===== src/sv/gtsb_pkg.sv =====
`timescale 1ns / 1ps

package gtsb_pkg;

    localparam int VTX_W            = 12;
    localparam int CORNER_W         = 2;
    localparam int ID_W             = 12;
    localparam int TOTAL_W          = 13;
    localparam int EPOCH_W          = 4;
    localparam int CORNERS          = 3;
    localparam int VERTEX_SLOTS_DEF = 4096;
    localparam int STRIP_SLOTS_DEF  = 4096;

    localparam logic [CORNER_W-1:0] CORNER_0    = 2'd0;
    localparam logic [CORNER_W-1:0] CORNER_1    = 2'd1;
    localparam logic [CORNER_W-1:0] CORNER_2    = 2'd2;
    localparam logic [CORNER_W-1:0] CORNER_WRAP = 2'd3;

    localparam logic [EPOCH_W-1:0] EPOCH_NONE  = '0;
    localparam logic [EPOCH_W-1:0] EPOCH_FIRST = EPOCH_W'(1);
    localparam logic [EPOCH_W-1:0] EPOCH_LAST  = '1;

    typedef struct packed {
        logic             group_start;
        logic [VTX_W-1:0] vertex_a;
        logic [VTX_W-1:0] vertex_b;
        logic [VTX_W-1:0] vertex_c;
    } in_t;

    typedef struct packed {
        logic [CORNER_W-1:0] corner_used;
        logic [ID_W-1:0]     strip_id;
        logic                new_strip;
        logic [TOTAL_W-1:0]  strip_total;
        logic                capacity_overflow;
    } out_t;

    typedef enum logic [3:0] {
        ST_CLR_RST,
        ST_IDLE,
        ST_CLR_GRP,
        ST_LA,
        ST_LB,
        ST_LC,
        ST_M1,
        ST_M2,
        ST_W1,
        ST_W2
    } state_t;

    typedef struct packed {
        logic                busy;
        logic                accept;
        logic                sweep;
        logic                look;
        logic [CORNER_W-1:0] look_k;
        logic                hit_en;
        logic [CORNER_W-1:0] hit_k;
        logic                chk_en;
        logic [CORNER_W-1:0] chk_k;
        logic                decide;
        logic                wr_first;
        logic                wr_second;
    } ctrl_t;

    typedef struct packed {
        logic go_clear;
        logic sweep_last;
        logic ext;
    } stat_t;

    function automatic int addr_width(input int depth);
        addr_width = (depth > 1) ? $clog2(depth) : 1;
    endfunction

    function automatic logic [CORNER_W-1:0] next_corner(input logic [CORNER_W-1:0] c);
        next_corner = (c == CORNER_2) ? CORNER_0 : c + CORNER_1;
    endfunction

endpackage


===== src/sv/gtsb_ram.sv =====
`timescale 1ns / 1ps

module gtsb_ram #(
    parameter int WIDTH = 8,
    parameter int DEPTH = 16,
    parameter int AW    = gtsb_pkg::addr_width(DEPTH)
) (
    input  logic             clk,
    input  logic             en,
    input  logic             we,
    input  logic [AW-1:0]    addr,
    input  logic [WIDTH-1:0] wdata,
    output logic [WIDTH-1:0] rdata
);

    logic [WIDTH-1:0] mem [DEPTH];
    logic [WIDTH-1:0] rdata_reg;

    always_ff @(posedge clk)
    begin
        if (en)
        begin
            if (we)
            begin
                mem[addr] <= wdata;
            end
            else
            begin
                rdata_reg <= mem[addr];
            end
        end
    end

    assign rdata = rdata_reg;

endmodule


===== config.mk =====
export PLATFORM = sky130hd
export DESIGN_NAME = gtsb_ram
export DESIGN_NICKNAME = d
export VERILOG_FILES = /design/src/sv/gtsb_pkg.sv /design/src/sv/gtsb_ram.sv
export SDC_FILE = /design/constraint.sdc
export NUM_CORES = 1
export LEC_CHECK = 0
export ABC_AREA = 1
export BUFFER_PORTS_ARGS = -buffer_cell sky130_fd_sc_hd__buf_2
export CAP_MARGIN = 20
export CORE_MARGIN = 3
export CORE_UTILIZATION = 62
export CTS_CLUSTER_SIZE = 30
export DETAILED_ROUTE_END_ITERATION = 8
export PLACE_DENSITY = 0.78
export SLEW_MARGIN = 20
export SYNTH_ARGS = -nofsm -noshare
export SYNTH_HDL_FRONTEND = slang
export SYNTH_SLANG_ARGS = --single-unit

===== constraint.sdc =====
create_clock -name clk -period 3.8 [get_ports clk]
set_clock_uncertainty 0.1 [all_clocks]
set_input_delay 0.76 -clock clk [delete_from_list [all_inputs] [get_ports clk]]
set_output_delay 0.76 -clock clk [all_outputs]
set_load 0.005 [all_outputs]

=== Yosys cells after proc, flatten, opt, wreduce, memory -nomap -nowiden ===
Memory sizes are Yosys's and may differ from the RTL's. A register that Yosys moved wholly into a read port is not among the register bits.
Cells that the tools add are included.

* Memories: 1
* Word-level logic and storage cells: 6
* Memory bits (writable): 128
* Output and inout port bits: 8
* Bits of input ports: 15
* Register bits: 0

{| class="wikitable"
|+ Memory list
! name !! words !! width !! rd ports !! clocked after Yosys merged registers in !! write ports !! line !! text
|-
| mem || 16 || 8 || 1 || 1 || 1 || gtsb_ram.sv:16 || <nowiki>logic [WIDTH-1:0] mem [DEPTH];</nowiki>
|}

* Reduce and logical (&&, ||, !) cells: 1
* Muxes and demuxes: 3
* Bitwise gates (word level): 1

{| class="wikitable"
|+ Operator list
! cell !! count
|-
| 1-bit two-way mux || 3
|-
| 2-bit AND reduction || 1
|-
| 1-bit NOT || 1
|}

=== Longest topological paths before layout ===
* Depth in word-level cells: 3
* Gate-level depth with buffers: 11
* Gate-level depth less buffers: 9

=== Least setup slack after synthesis ===
Ideal clock, no wire load.

* Kind: input -> register
* From: in addr[1]
* To: mem mem[12][0], enable pin
* Arrival time: 1.694 ns
* Buffers on the path: 2
* Data required time: 3.330 ns
* Library setup time: 0.370 ns
* Slack: 1.636 ns
* Cell stages on the path: 5
* Cell sequence: buf_2 > inv_2 > buf_2 > nand3_1 > nor2_1

{| class="wikitable"
|+ RTL lines
! item !! line !! text
|-
| from (decl) || gtsb_ram.sv:11 || <nowiki>input logic [AW-1:0] addr,</nowiki>
|-
| to (decl) || gtsb_ram.sv:16 ||
|}

No word-level cell before the write port.

=== Worst setup path after layout ===
* From: in addr[1]
* To: mem mem[4][3], enable pin

No word-level cell before the write port.

==> impl_metrics.env <==
export IMPL_startpoint_type="primary input"
export IMPL_power_frac_comb_pct=5.4
export IMPL_dp_cells=663
export IMPL_synth_mux_area_share_pct=0
export IMPL_yosysMostFrequentCell="nand2_1"
export IMPL_critical_path_class="in2reg"
export IMPL_dieHeight_um=101.8
export IMPL_synthAdderAreaFrac_pct=0
export IMPL_yosys_area_top_type="edfxtp_1"
export IMPL_power_w=0.003296
export IMPL_synth_compound_area_share_pct=0
export IMPL_ys_seq_area_share_pct=71.75
export IMPL_worstMarginPinSlew_ns=0.8033
export IMPL_cts_max_path_buffers=2
export IMPL_yosysTopAreaCellShare_pct=71.75
export IMPL_yosys_top_cells_count="nand2_1 (347), edfxtp_1 (136), inv_1 (21)"
export IMPL_critPathCaptureType="flop"
export IMPL_cts_tree="yes"
export IMPL_post_route_min_period_ns=2.501
export IMPL_drtAntennaViolNets=0
export IMPL_min_path_type="in2reg"
export IMPL_worst_ep_required_time_ns=3.84
export IMPL_htreeDepth=4
export IMPL_synth_edf_count=136
export IMPL_fillCellCount=622
export IMPL_io_buffers=22
export IMPL_ys_warn_count=0
export IMPL_num_vias=3737
export IMPL_maxSlewViolCount=0
export IMPL_die_w_um=101.8
export IMPL_wl_um=11850
export IMPL_p_per_area_nw_per_um2=518.3
export IMPL_synthXorXnorAreaFrac_pct=0
export IMPL_ioPinCount=23
export IMPL_core_um2=8806
export IMPL_nNetsFinal=589
export IMPL_diodes=0
export IMPL_worstPathMaxFanout=35
export IMPL_ys_seq_elements=136
export IMPL_syn2layout_area_growth_pct=11.72
export IMPL_clock_sink_count=136
export IMPL_synth_cells=552
export IMPL_rsz0062_at_grt="no"
export IMPL_relSlewSlack_pct=46.25
export IMPL_power_frac_clock_pct=43.6
export IMPL_cp_arrival_ns=2.54
export IMPL_drive_above_1_share_pct=9.727
export IMPL_worst_skew_pair_late_latency_ns=0.51
export IMPL_drc=0
export IMPL_grtUsageTotal_pct=24.63
export IMPL_antenna_found_initial=0
export IMPL_holdBufCountCts=0
export IMPL_setup_viol=0
export IMPL_finish_utilization_pct=72.21
export IMPL_ys_top_cells_by_area="edfxtp_1 (72%), nand2_1 (23%), inv_1 (1.4%), nor2_1 (1.3%), buf_2 (1.1%)"
export IMPL_avgRoutedWirePerCell_um=17.08
export IMPL_synth_top_family_by_area="simple AND/OR/NAND/NOR gates"
export IMPL_dr_pass1_iters=6
export IMPL_leakage_nw=2.722
export IMPL_start_util_pct=64.63
export IMPL_drt_iter0_drc=291
export IMPL_maxCapViolations=0
export IMPL_synth_nets=567
export IMPL_intPower_w=0.002575
export IMPL_ir_worst_vdd_uv=333.8
export IMPL_syn_avg_cell_area_um2=10.31
export IMPL_grt_pass1_vias=3606
export IMPL_cts_root_buf="clkbuf_8"
export IMPL_syn_area_um2=5692
export IMPL_grt_ovfl_total=0
export IMPL_dpl_hpwl_um=7413
export IMPL_final_cells=694
export IMPL_setup_tns_final_ns=0
export IMPL_die_area_um2=10370
export IMPL_viasPerCell=5.385
export IMPL_outcome="complete, no violations"
export IMPL_yosys_area_share_simple_pct=24.49
export IMPL_grt_start_max_net_pins=65
export IMPL_cts_resized=0
export IMPL_hold_viol=0
export IMPL_synth_distinct_cells=9
export IMPL_cts_buffers=17
export IMPL_cts_clk_slew_worst_paths_ns=0.06
export IMPL_synth_ff_type="edfxtp_1"
export IMPL_p_seq_share_pct=51.0
export IMPL_switching_power_w=0.0007212
export IMPL_gp_congestion=0.9595
export IMPL_fin_crit_sh_pct=65.81
export IMPL_postCtsSetupBuffers=0
export IMPL_largest_reg_flops=128
export IMPL_switching_share_pct=21.88
export IMPL_fmax_mhz=399.9
export IMPL_grt_pass1_wl_um=18260
export IMPL_fp_row_count=34
export IMPL_synth_async_sr_flop_share_pct=0
## routing by layer
layer | up-vias | wire length, µm | GRT usage (%)
li1 | 1813 | - | -
met1 | 1725 | 4872 | 33.40
met2 | 169 | 5683 | 38.83
met3 | 30 | 975 | 5.529
met4 | 0 | 322 | 10.90
met5 | - | 0 | 0
## path summary, 6_finish.rpt
check,from,end,slack [ns],cells after the start
worst max register to register,mem[14][0],rdata[0],2.53,8
worst max-delay path,addr[1],mem[4][3],1.30,4
worst min-delay path,wdata[5],mem[9][5],0.58,1
worst min register to register,mem[13][5],rdata[5],0.71,8
## cells in the final DEF, fill, tap and decap left out
cell	netlist	final
clkbuf_8	0	1
clkinv_2	0	5
inv_1	21	21
nor2_1	19	19
edfxtp_1	136	136
nand3_1	4	4
clkbuf_16	0	16
nand2_1	347	347
inv_2	4	4
buf_2	12	22
buf_4	7	2
clkbuf_1	2	1
clkinv_1	0	1
clkinvlp_4	0	2
bufinv_16	0	1
clkinv_4	0	4
## final cells by class
class / count / area [µm²] / share of cell area, %
Clock inverter: 13 / 108.9 / 1.712
Clock buffer: 18 / 417.9 / 6.572
Timing Repair Buffer: 24 / 125.1 / 1.968
Tap cell: 108 / 135.1 / 2.125
Multi-Input combinational cell: 370 / 1394 / 21.92
Sequential cell: 136 / 4084 / 64.23
Inverter: 25 / 93.84 / 1.476
## cells by family (layout without fill, tap and decap cells)
group / after synthesis / after routing
and+or+nand+nor: 370 / 370
buffers and inverters: 46 / 80
DFF: 136 / 136
## worst max-delay path, stage by stage
cell and delay (ns):
buf_2 0.30, inv_2 0.49, nand3_1 0.36, nor2_1 0.61
## through the flow
step,instance area (µm²),hold slack (ns),setup slack (ns)
finish,6359,0.5845,1.299
global route,6359,0.5851,1.153
CTS,6359,0.5820,1.340
detailed placement,5832,0.6965,0.8117
global placement,5832,0.6957,0.8737
floorplan,5692,0.6182,1.636
## power groups by stage
stage	sequential [W]	combinational [W]	clock, W
2_1_floorplan	0.00171	0.000111	0
3_3_place_gp	0.00171	0.000174	0
3_5_place_dp	0.00171	0.000177	0
4_1_cts	0.00168	0.000179	0.00145
5_1_grt	0.00168	0.000202	0.00151
6_report	0.00168	0.000180	0.00144
(Power assumes the default switching activity.)
