===== config.mk =====
export PLATFORM = sky130hd
export DESIGN_NAME = gtsb_seq
export DESIGN_NICKNAME = d
export VERILOG_FILES = /design/src/sv/gtsb_pkg.sv /design/src/sv/gtsb_seq.sv
export SDC_FILE = /design/constraint.sdc
export NUM_CORES = 1
export LEC_CHECK = 0
export ABC_AREA = 1
export BUFFER_PORTS_ARGS = -buffer_cell sky130_fd_sc_hd__clkbuf_2
export CAP_MARGIN = 20
export CORE_AREA = 2 2 39 41
export DETAILED_ROUTE_END_ITERATION = 16
export DIE_AREA = 0 0 41 43
export GPL_ROUTABILITY_DRIVEN = 0
export PLACE_DENSITY = 0.59
export SLEW_MARGIN = 40
export SYNTH_ARGS = -nofsm -noshare
export SYNTH_HDL_FRONTEND = slang
export SYNTH_SLANG_ARGS = --single-unit
export TNS_END_PERCENT = 20

===== constraint.sdc =====
create_clock -name clk -period 2.2 [get_ports clk]
set_input_delay 0.33 -clock clk [delete_from_list [all_inputs] [get_ports clk]]
set_output_delay 0.33 -clock clk [all_outputs]
set_load 0.005 [all_outputs]

===== src/sv/gtsb_pkg.sv =====
`timescale 1ns / 1ps

package gtsb_pkg;

    localparam int VTX_W            = 12;
    localparam int CORNER_W         = 2;
    localparam int ID_W             = 12;
    localparam int TOTAL_W          = 13;
    localparam int EPOCH_W          = 4;
    localparam int CORNERS          = 3;
    localparam int VERTEX_SLOTS_DEF = 4096;
    localparam int STRIP_SLOTS_DEF  = 4096;

    localparam logic [CORNER_W-1:0] CORNER_0    = 2'd0;
    localparam logic [CORNER_W-1:0] CORNER_1    = 2'd1;
    localparam logic [CORNER_W-1:0] CORNER_2    = 2'd2;
    localparam logic [CORNER_W-1:0] CORNER_WRAP = 2'd3;

    localparam logic [EPOCH_W-1:0] EPOCH_NONE  = '0;
    localparam logic [EPOCH_W-1:0] EPOCH_FIRST = EPOCH_W'(1);
    localparam logic [EPOCH_W-1:0] EPOCH_LAST  = '1;

    typedef struct packed {
        logic             group_start;
        logic [VTX_W-1:0] vertex_a;
        logic [VTX_W-1:0] vertex_b;
        logic [VTX_W-1:0] vertex_c;
    } in_t;

    typedef struct packed {
        logic [CORNER_W-1:0] corner_used;
        logic [ID_W-1:0]     strip_id;
        logic                new_strip;
        logic [TOTAL_W-1:0]  strip_total;
        logic                capacity_overflow;
    } out_t;

    typedef enum logic [3:0] {
        ST_CLR_RST,
        ST_IDLE,
        ST_CLR_GRP,
        ST_LA,
        ST_LB,
        ST_LC,
        ST_M1,
        ST_M2,
        ST_W1,
        ST_W2
    } state_t;

    typedef struct packed {
        logic                busy;
        logic                accept;
        logic                sweep;
        logic                look;
        logic [CORNER_W-1:0] look_k;
        logic                hit_en;
        logic [CORNER_W-1:0] hit_k;
        logic                chk_en;
        logic [CORNER_W-1:0] chk_k;
        logic                decide;
        logic                wr_first;
        logic                wr_second;
    } ctrl_t;

    typedef struct packed {
        logic go_clear;
        logic sweep_last;
        logic ext;
    } stat_t;

    function automatic int addr_width(input int depth);
        addr_width = (depth > 1) ? $clog2(depth) : 1;
    endfunction

    function automatic logic [CORNER_W-1:0] next_corner(input logic [CORNER_W-1:0] c);
        next_corner = (c == CORNER_2) ? CORNER_0 : c + CORNER_1;
    endfunction

endpackage


===== src/sv/gtsb_seq.sv =====
`timescale 1ns / 1ps

module gtsb_seq (
    input  logic            clk,
    input  logic            rst_n,
    input  logic            start,
    input  gtsb_pkg::stat_t stat,
    output gtsb_pkg::ctrl_t ctrl
);

    gtsb_pkg::state_t state_reg;
    gtsb_pkg::state_t state_next;

    always_ff @(posedge clk or negedge rst_n)
    begin
        if (!rst_n)
        begin
            state_reg <= gtsb_pkg::ST_CLR_RST;
        end
        else
        begin
            state_reg <= state_next;
        end
    end

    always_comb
    begin
        state_next = state_reg;
        unique case (state_reg)
            gtsb_pkg::ST_CLR_RST:
            begin
                if (stat.sweep_last)
                begin
                    state_next = gtsb_pkg::ST_IDLE;
                end
            end
            gtsb_pkg::ST_IDLE:
            begin
                if (start)
                begin
                    state_next = stat.go_clear ? gtsb_pkg::ST_CLR_GRP : gtsb_pkg::ST_LA;
                end
            end
            gtsb_pkg::ST_CLR_GRP:
            begin
                if (stat.sweep_last)
                begin
                    state_next = gtsb_pkg::ST_LA;
                end
            end
            gtsb_pkg::ST_LA: state_next = gtsb_pkg::ST_LB;
            gtsb_pkg::ST_LB: state_next = gtsb_pkg::ST_LC;
            gtsb_pkg::ST_LC: state_next = gtsb_pkg::ST_M1;
            gtsb_pkg::ST_M1: state_next = gtsb_pkg::ST_M2;
            gtsb_pkg::ST_M2: state_next = gtsb_pkg::ST_W1;
            gtsb_pkg::ST_W1: state_next = stat.ext ? gtsb_pkg::ST_W2 : gtsb_pkg::ST_IDLE;
            gtsb_pkg::ST_W2: state_next = gtsb_pkg::ST_IDLE;
            default:         state_next = gtsb_pkg::ST_IDLE;
        endcase
    end

    always_comb
    begin
        ctrl      = '0;
        ctrl.busy = (state_reg != gtsb_pkg::ST_IDLE);
        unique case (state_reg)
            gtsb_pkg::ST_CLR_RST,
            gtsb_pkg::ST_CLR_GRP:
            begin
                ctrl.sweep = 1'b1;
            end
            gtsb_pkg::ST_IDLE:
            begin
                ctrl.accept = start;
            end
            gtsb_pkg::ST_LA:
            begin
                ctrl.look   = 1'b1;
                ctrl.look_k = gtsb_pkg::CORNER_0;
            end
            gtsb_pkg::ST_LB:
            begin
                ctrl.look   = 1'b1;
                ctrl.look_k = gtsb_pkg::CORNER_1;
                ctrl.hit_en = 1'b1;
                ctrl.hit_k  = gtsb_pkg::CORNER_0;
            end
            gtsb_pkg::ST_LC:
            begin
                ctrl.look   = 1'b1;
                ctrl.look_k = gtsb_pkg::CORNER_2;
                ctrl.hit_en = 1'b1;
                ctrl.hit_k  = gtsb_pkg::CORNER_1;
                ctrl.chk_en = 1'b1;
                ctrl.chk_k  = gtsb_pkg::CORNER_0;
            end
            gtsb_pkg::ST_M1:
            begin
                ctrl.hit_en = 1'b1;
                ctrl.hit_k  = gtsb_pkg::CORNER_2;
                ctrl.chk_en = 1'b1;
                ctrl.chk_k  = gtsb_pkg::CORNER_1;
            end
            gtsb_pkg::ST_M2:
            begin
                ctrl.chk_en = 1'b1;
                ctrl.chk_k  = gtsb_pkg::CORNER_2;
                ctrl.decide = 1'b1;
            end
            gtsb_pkg::ST_W1:
            begin
                ctrl.wr_first = 1'b1;
            end
            gtsb_pkg::ST_W2:
            begin
                ctrl.wr_second = 1'b1;
            end
            default:
            begin
                ctrl.busy = 1'b1;
            end
        endcase
    end

endmodule


# == Word-level counts from Yosys, hierarchy flattened ==
# Index checks and enable logic that the tools add are counted.
# totals
ff_bits,4
latch_bits,0
ramBits,0
mem_bits_ro,0
out_inout_bits,15
n_memories,0
# op_classes
n_addsub,0
multipliers,0
div_mod_pow,0
order_cmp,0
eq_ne,13
shift,0
mux,15
bitwise_logic,0
n_reduce_logical,4
# ops
operator,n
one-hot mux 4 bit (9 select lines),1
one-hot mux 3 bit (3 select lines),3
"equality test 4 x 3 -> 1 bit, second input constant",4
2-to-1 mux 4 bit,4
OR reduction 10 bit,1
"equality test 4 x 2 -> 1 bit, second input constant",2
"equality test 4 bit, second input constant",2
2-to-1 mux 1 bit,7
"!= test 2 bit, second input constant",3
"equality test 4 x 1 -> 1 bit, second input constant",1
zero test 4 bit,1
"!= test 4 x 1 -> 1 bit, second input constant",1
AND reduction 3 bit,1
OR reduction 2 bit,1

# == Logic depth before layout (Yosys ltp) ==
# logic_depth
depth_word,3
depth_mapped,7

# == Least setup slack after synthesis ==
# No wires, ideal clock.
# synth_path
path_type,flip-flop to output port
startpoint,register state_reg[3]
endpoint,output ctrl[10] (netlist name)
arrival_time_ns,1.039
required_time_ns,1.870
setup_slack_ns,0.831
path_stages_with_launch,5
n_path_buf,1
path_cell_list,dfrtp_1 nor2_1 inv_2 nor3_1 buf_4
# synth_lines
item,line,rtl
"start, declared",gtsb_seq.sv:11,gtsb_pkg::state_t state_reg;
"start signal, assigned",gtsb_seq.sv:18,state_reg <= gtsb_pkg::ST_CLR_RST;
"start signal, assigned",gtsb_seq.sv:22,state_reg <= state_next;
"end, declared",gtsb_seq.sv:8,output gtsb_pkg::ctrl_t ctrl

==> impl_metrics.yaml <==
status:
  status: "complete, no violations"
placed_design:
  dp_slack_ns: 0.821
  port_buffers: 20
  dpl.cell_count: 86
  dp_hpwl_um: 725
power:
  switching_share_pct: 50.8
  power.density_nw_per_um2: 1470
  ir_drop_v: 0.000589
  intPower_uw: 334
  p_clk_share_pct: 13.6
  finalPower_uw: 679
  p_leak_nw: 0.289
  power.net_switching_uw: 345
  pwr-share-comb_pct: 61.3
  share_seq_of_total_power_pct: 25.1
yosys:
  ys_types: 16
  synth_top_area_share_pct: 31.0
  synth_area_leaders: "dfrtp_1, nand2_1, nor2_1"
  netlist_instances: 52
  avgSynthCellArea_sq_um: 6.21
  ys_ff_latch: 4
  syn-num-nets: 58
  yosys_warnings: 0
  syn_area_sq_um: 323
  ys_seq_area_share_pct: 31.0
  synth_top_area_cell: "dfrtp_1"
floorplanning:
  io-pin-count: 21
  die-height_um: 43
  dieArea_sq_um: 1760
  core_area_sq_um: 1380
  initial_core_util_pct: 23.3
  die_w_um: 41
  placementRows: 14
layout:
  multiInputGateArea_sq_um: 165
  n_fill_cell: 161
  n_antenna_cell: 0
  area_delta_synth_final_pct: 43.4
  seq_area_sq_um: 100
  nNetsFinal: 82
  stdcell_count: 90
  layout-drive-gt1-share_pct: 43.2
  largest_reg_flops: 4
clocking:
  clkTransAtPathRegs_ns: 0.04
  cts_resized: 0
  postCtsSetupRepairBufs: 0
  cts.sinks: 4
  cts_tree: "done"
  cts_max_level: 1
  cts_buffer_depth: 2
  numCtsBuffers: 3
  cts_hold_buf: 1
  root_buffer: "clkbuf_4"
  insertion_delay_ns: 0.24
routing:
  dr.pass1.iters: 2
  wirelength_um: 886
  avgRoutedWirePerCell_um: 9.84
  drt_iter0_drc: 3
  viasPerCell: 4.31
  antenna_left: 0
  vias: 388
  drc: 0
worst_setup_path:
  critPathTopFamily: "flip-flops"
  path_cells: "nor2_1 > inv_2 > nor3_1 > clkbuf_2"
  critPathLaunchType: "register"
  path_class: "reg -> out"
  slowest_delay_ns: 0.43
  path_buf_inv: 2
  crit_fanout: 8
  required_ns: 1.87
  arrival_ns: 1.30
  crit_slowest_cell: "dfrtp_1"
  cp-end-kind: "output port"
sta:
  hold_slack_ns: 0.294
  rsz0062_at_grt: "no"
  slew_headroom_pct: 77.9
  layout_min_cycle_time_ns: 1.63
  fin_skew_ns: 0.000105
  setup_tns_ns: 0
  final_max_slew_viol_count: 0
  finalWorstSetupSlack_ns: 0.574
  tightest_slew_ns: 0.331
  post-route-period-util_pct: 73.9
  hold_violations: 0
  max_freq_mhz: 615
  setup_viol: 0
flow_run:
  maxCapViolCount: 0
grt:
  overflow: 0
  grt_pass1_wl_mm: 1.39
  grt_use_total_pct: 11.9
  grt_max_degree: 9
  antenna_found_initial: 0
  grt_pass1_vias: 360
worst_hold_path:
  hp-class: "in -> reg"
## synth_stat cells (all sizes together)
cell,number
nand4,1
nor2,11
o21ai,3
nand3,4
inv,12
nor4,1
nor3,2
buf,2
dfrtp,4
nand2,11
nand3b,1
## final timing paths
| check | start | to | slack [ns] | depth (start not counted) |
|---|---|---|---|---|
| max in group asynchronous | rst_n | state_reg[3] | 1.64 | 2 |
| min in group asynchronous | rst_n | state_reg[1] | 0.44 | 2 |
| hold / removal | stat[0] | state_reg[3] | 0.29 | 3 |
| setup / recovery | state_reg[3] | ctrl[6] | 0.57 | 4 |
| setup reg to reg | state_reg[2] | state_reg[0] | 1.02 | 6 |
| hold reg to reg | state_reg[3] | state_reg[0] | 0.69 | 4 |
## cells in the final DEF (no fill, tap or decap), drive strengths merged
master,synthesis,layout
nand2,11,11
dfrtp,4,4
clkbuf,0,23
o21ai,3,3
nand3b,1,1
nor3,2,2
nand3,4,4
nor4,1,1
dlygate4sd3,0,1
nand4,1,1
inv,12,12
nor2,11,11
## worst reg2reg max path: cells and delay by family, from the launching register on
family                 cells  cell delay (ns)
buffers and inverters      1             0.06
flip-flops                 1             0.41
AND/OR/NAND/NOR            5             0.59
## power groups by stage
stage               sequential [mW]  clock [mW]  combinational [mW]
floorplan                     0.140           0               0.300
global placement              0.172           0               0.409
detailed placement            0.171           0               0.418
CTS                           0.170      0.0939               0.421
global route                  0.178       0.101               0.482
finish                        0.171      0.0922               0.416
## routing by layer
| layer | wire, um | up-vias | global-route usage [%] |
|---|---|---|---|
| met1 | 362 | 177 | 12.7 |
| met2 | 471 | 8 | 18.1 |
| met5 | 0 | - | 0 |
| li1 | - | 203 | - |
| met4 | 0 | 0 | 5.33 |
| met3 | 52 | 0 | 6.81 |
## stage by stage
step,cell area [sq um],utilization (%)
global route,463,33.5
detailed placement,430,31.1
CTS,463,33.5
floorplan,323,-
finish,463,33.5
global placement,430,31.1
## layout make-up
type	count	area share, %
inverter	12	9.73
timing repair buffer	21	23.8
multi-input combinational	34	35.7
tap	16	4.32
sequential	4	21.6
clock buffer	3	4.86
## logic make-up after synthesis
family,count (synthesis),synth area share (%)
buf+inv,14,17.8
flops,4,31.0
simple gates,31,46.5
compound gates,3,4.65
Power figures use the tool's default switching activity.
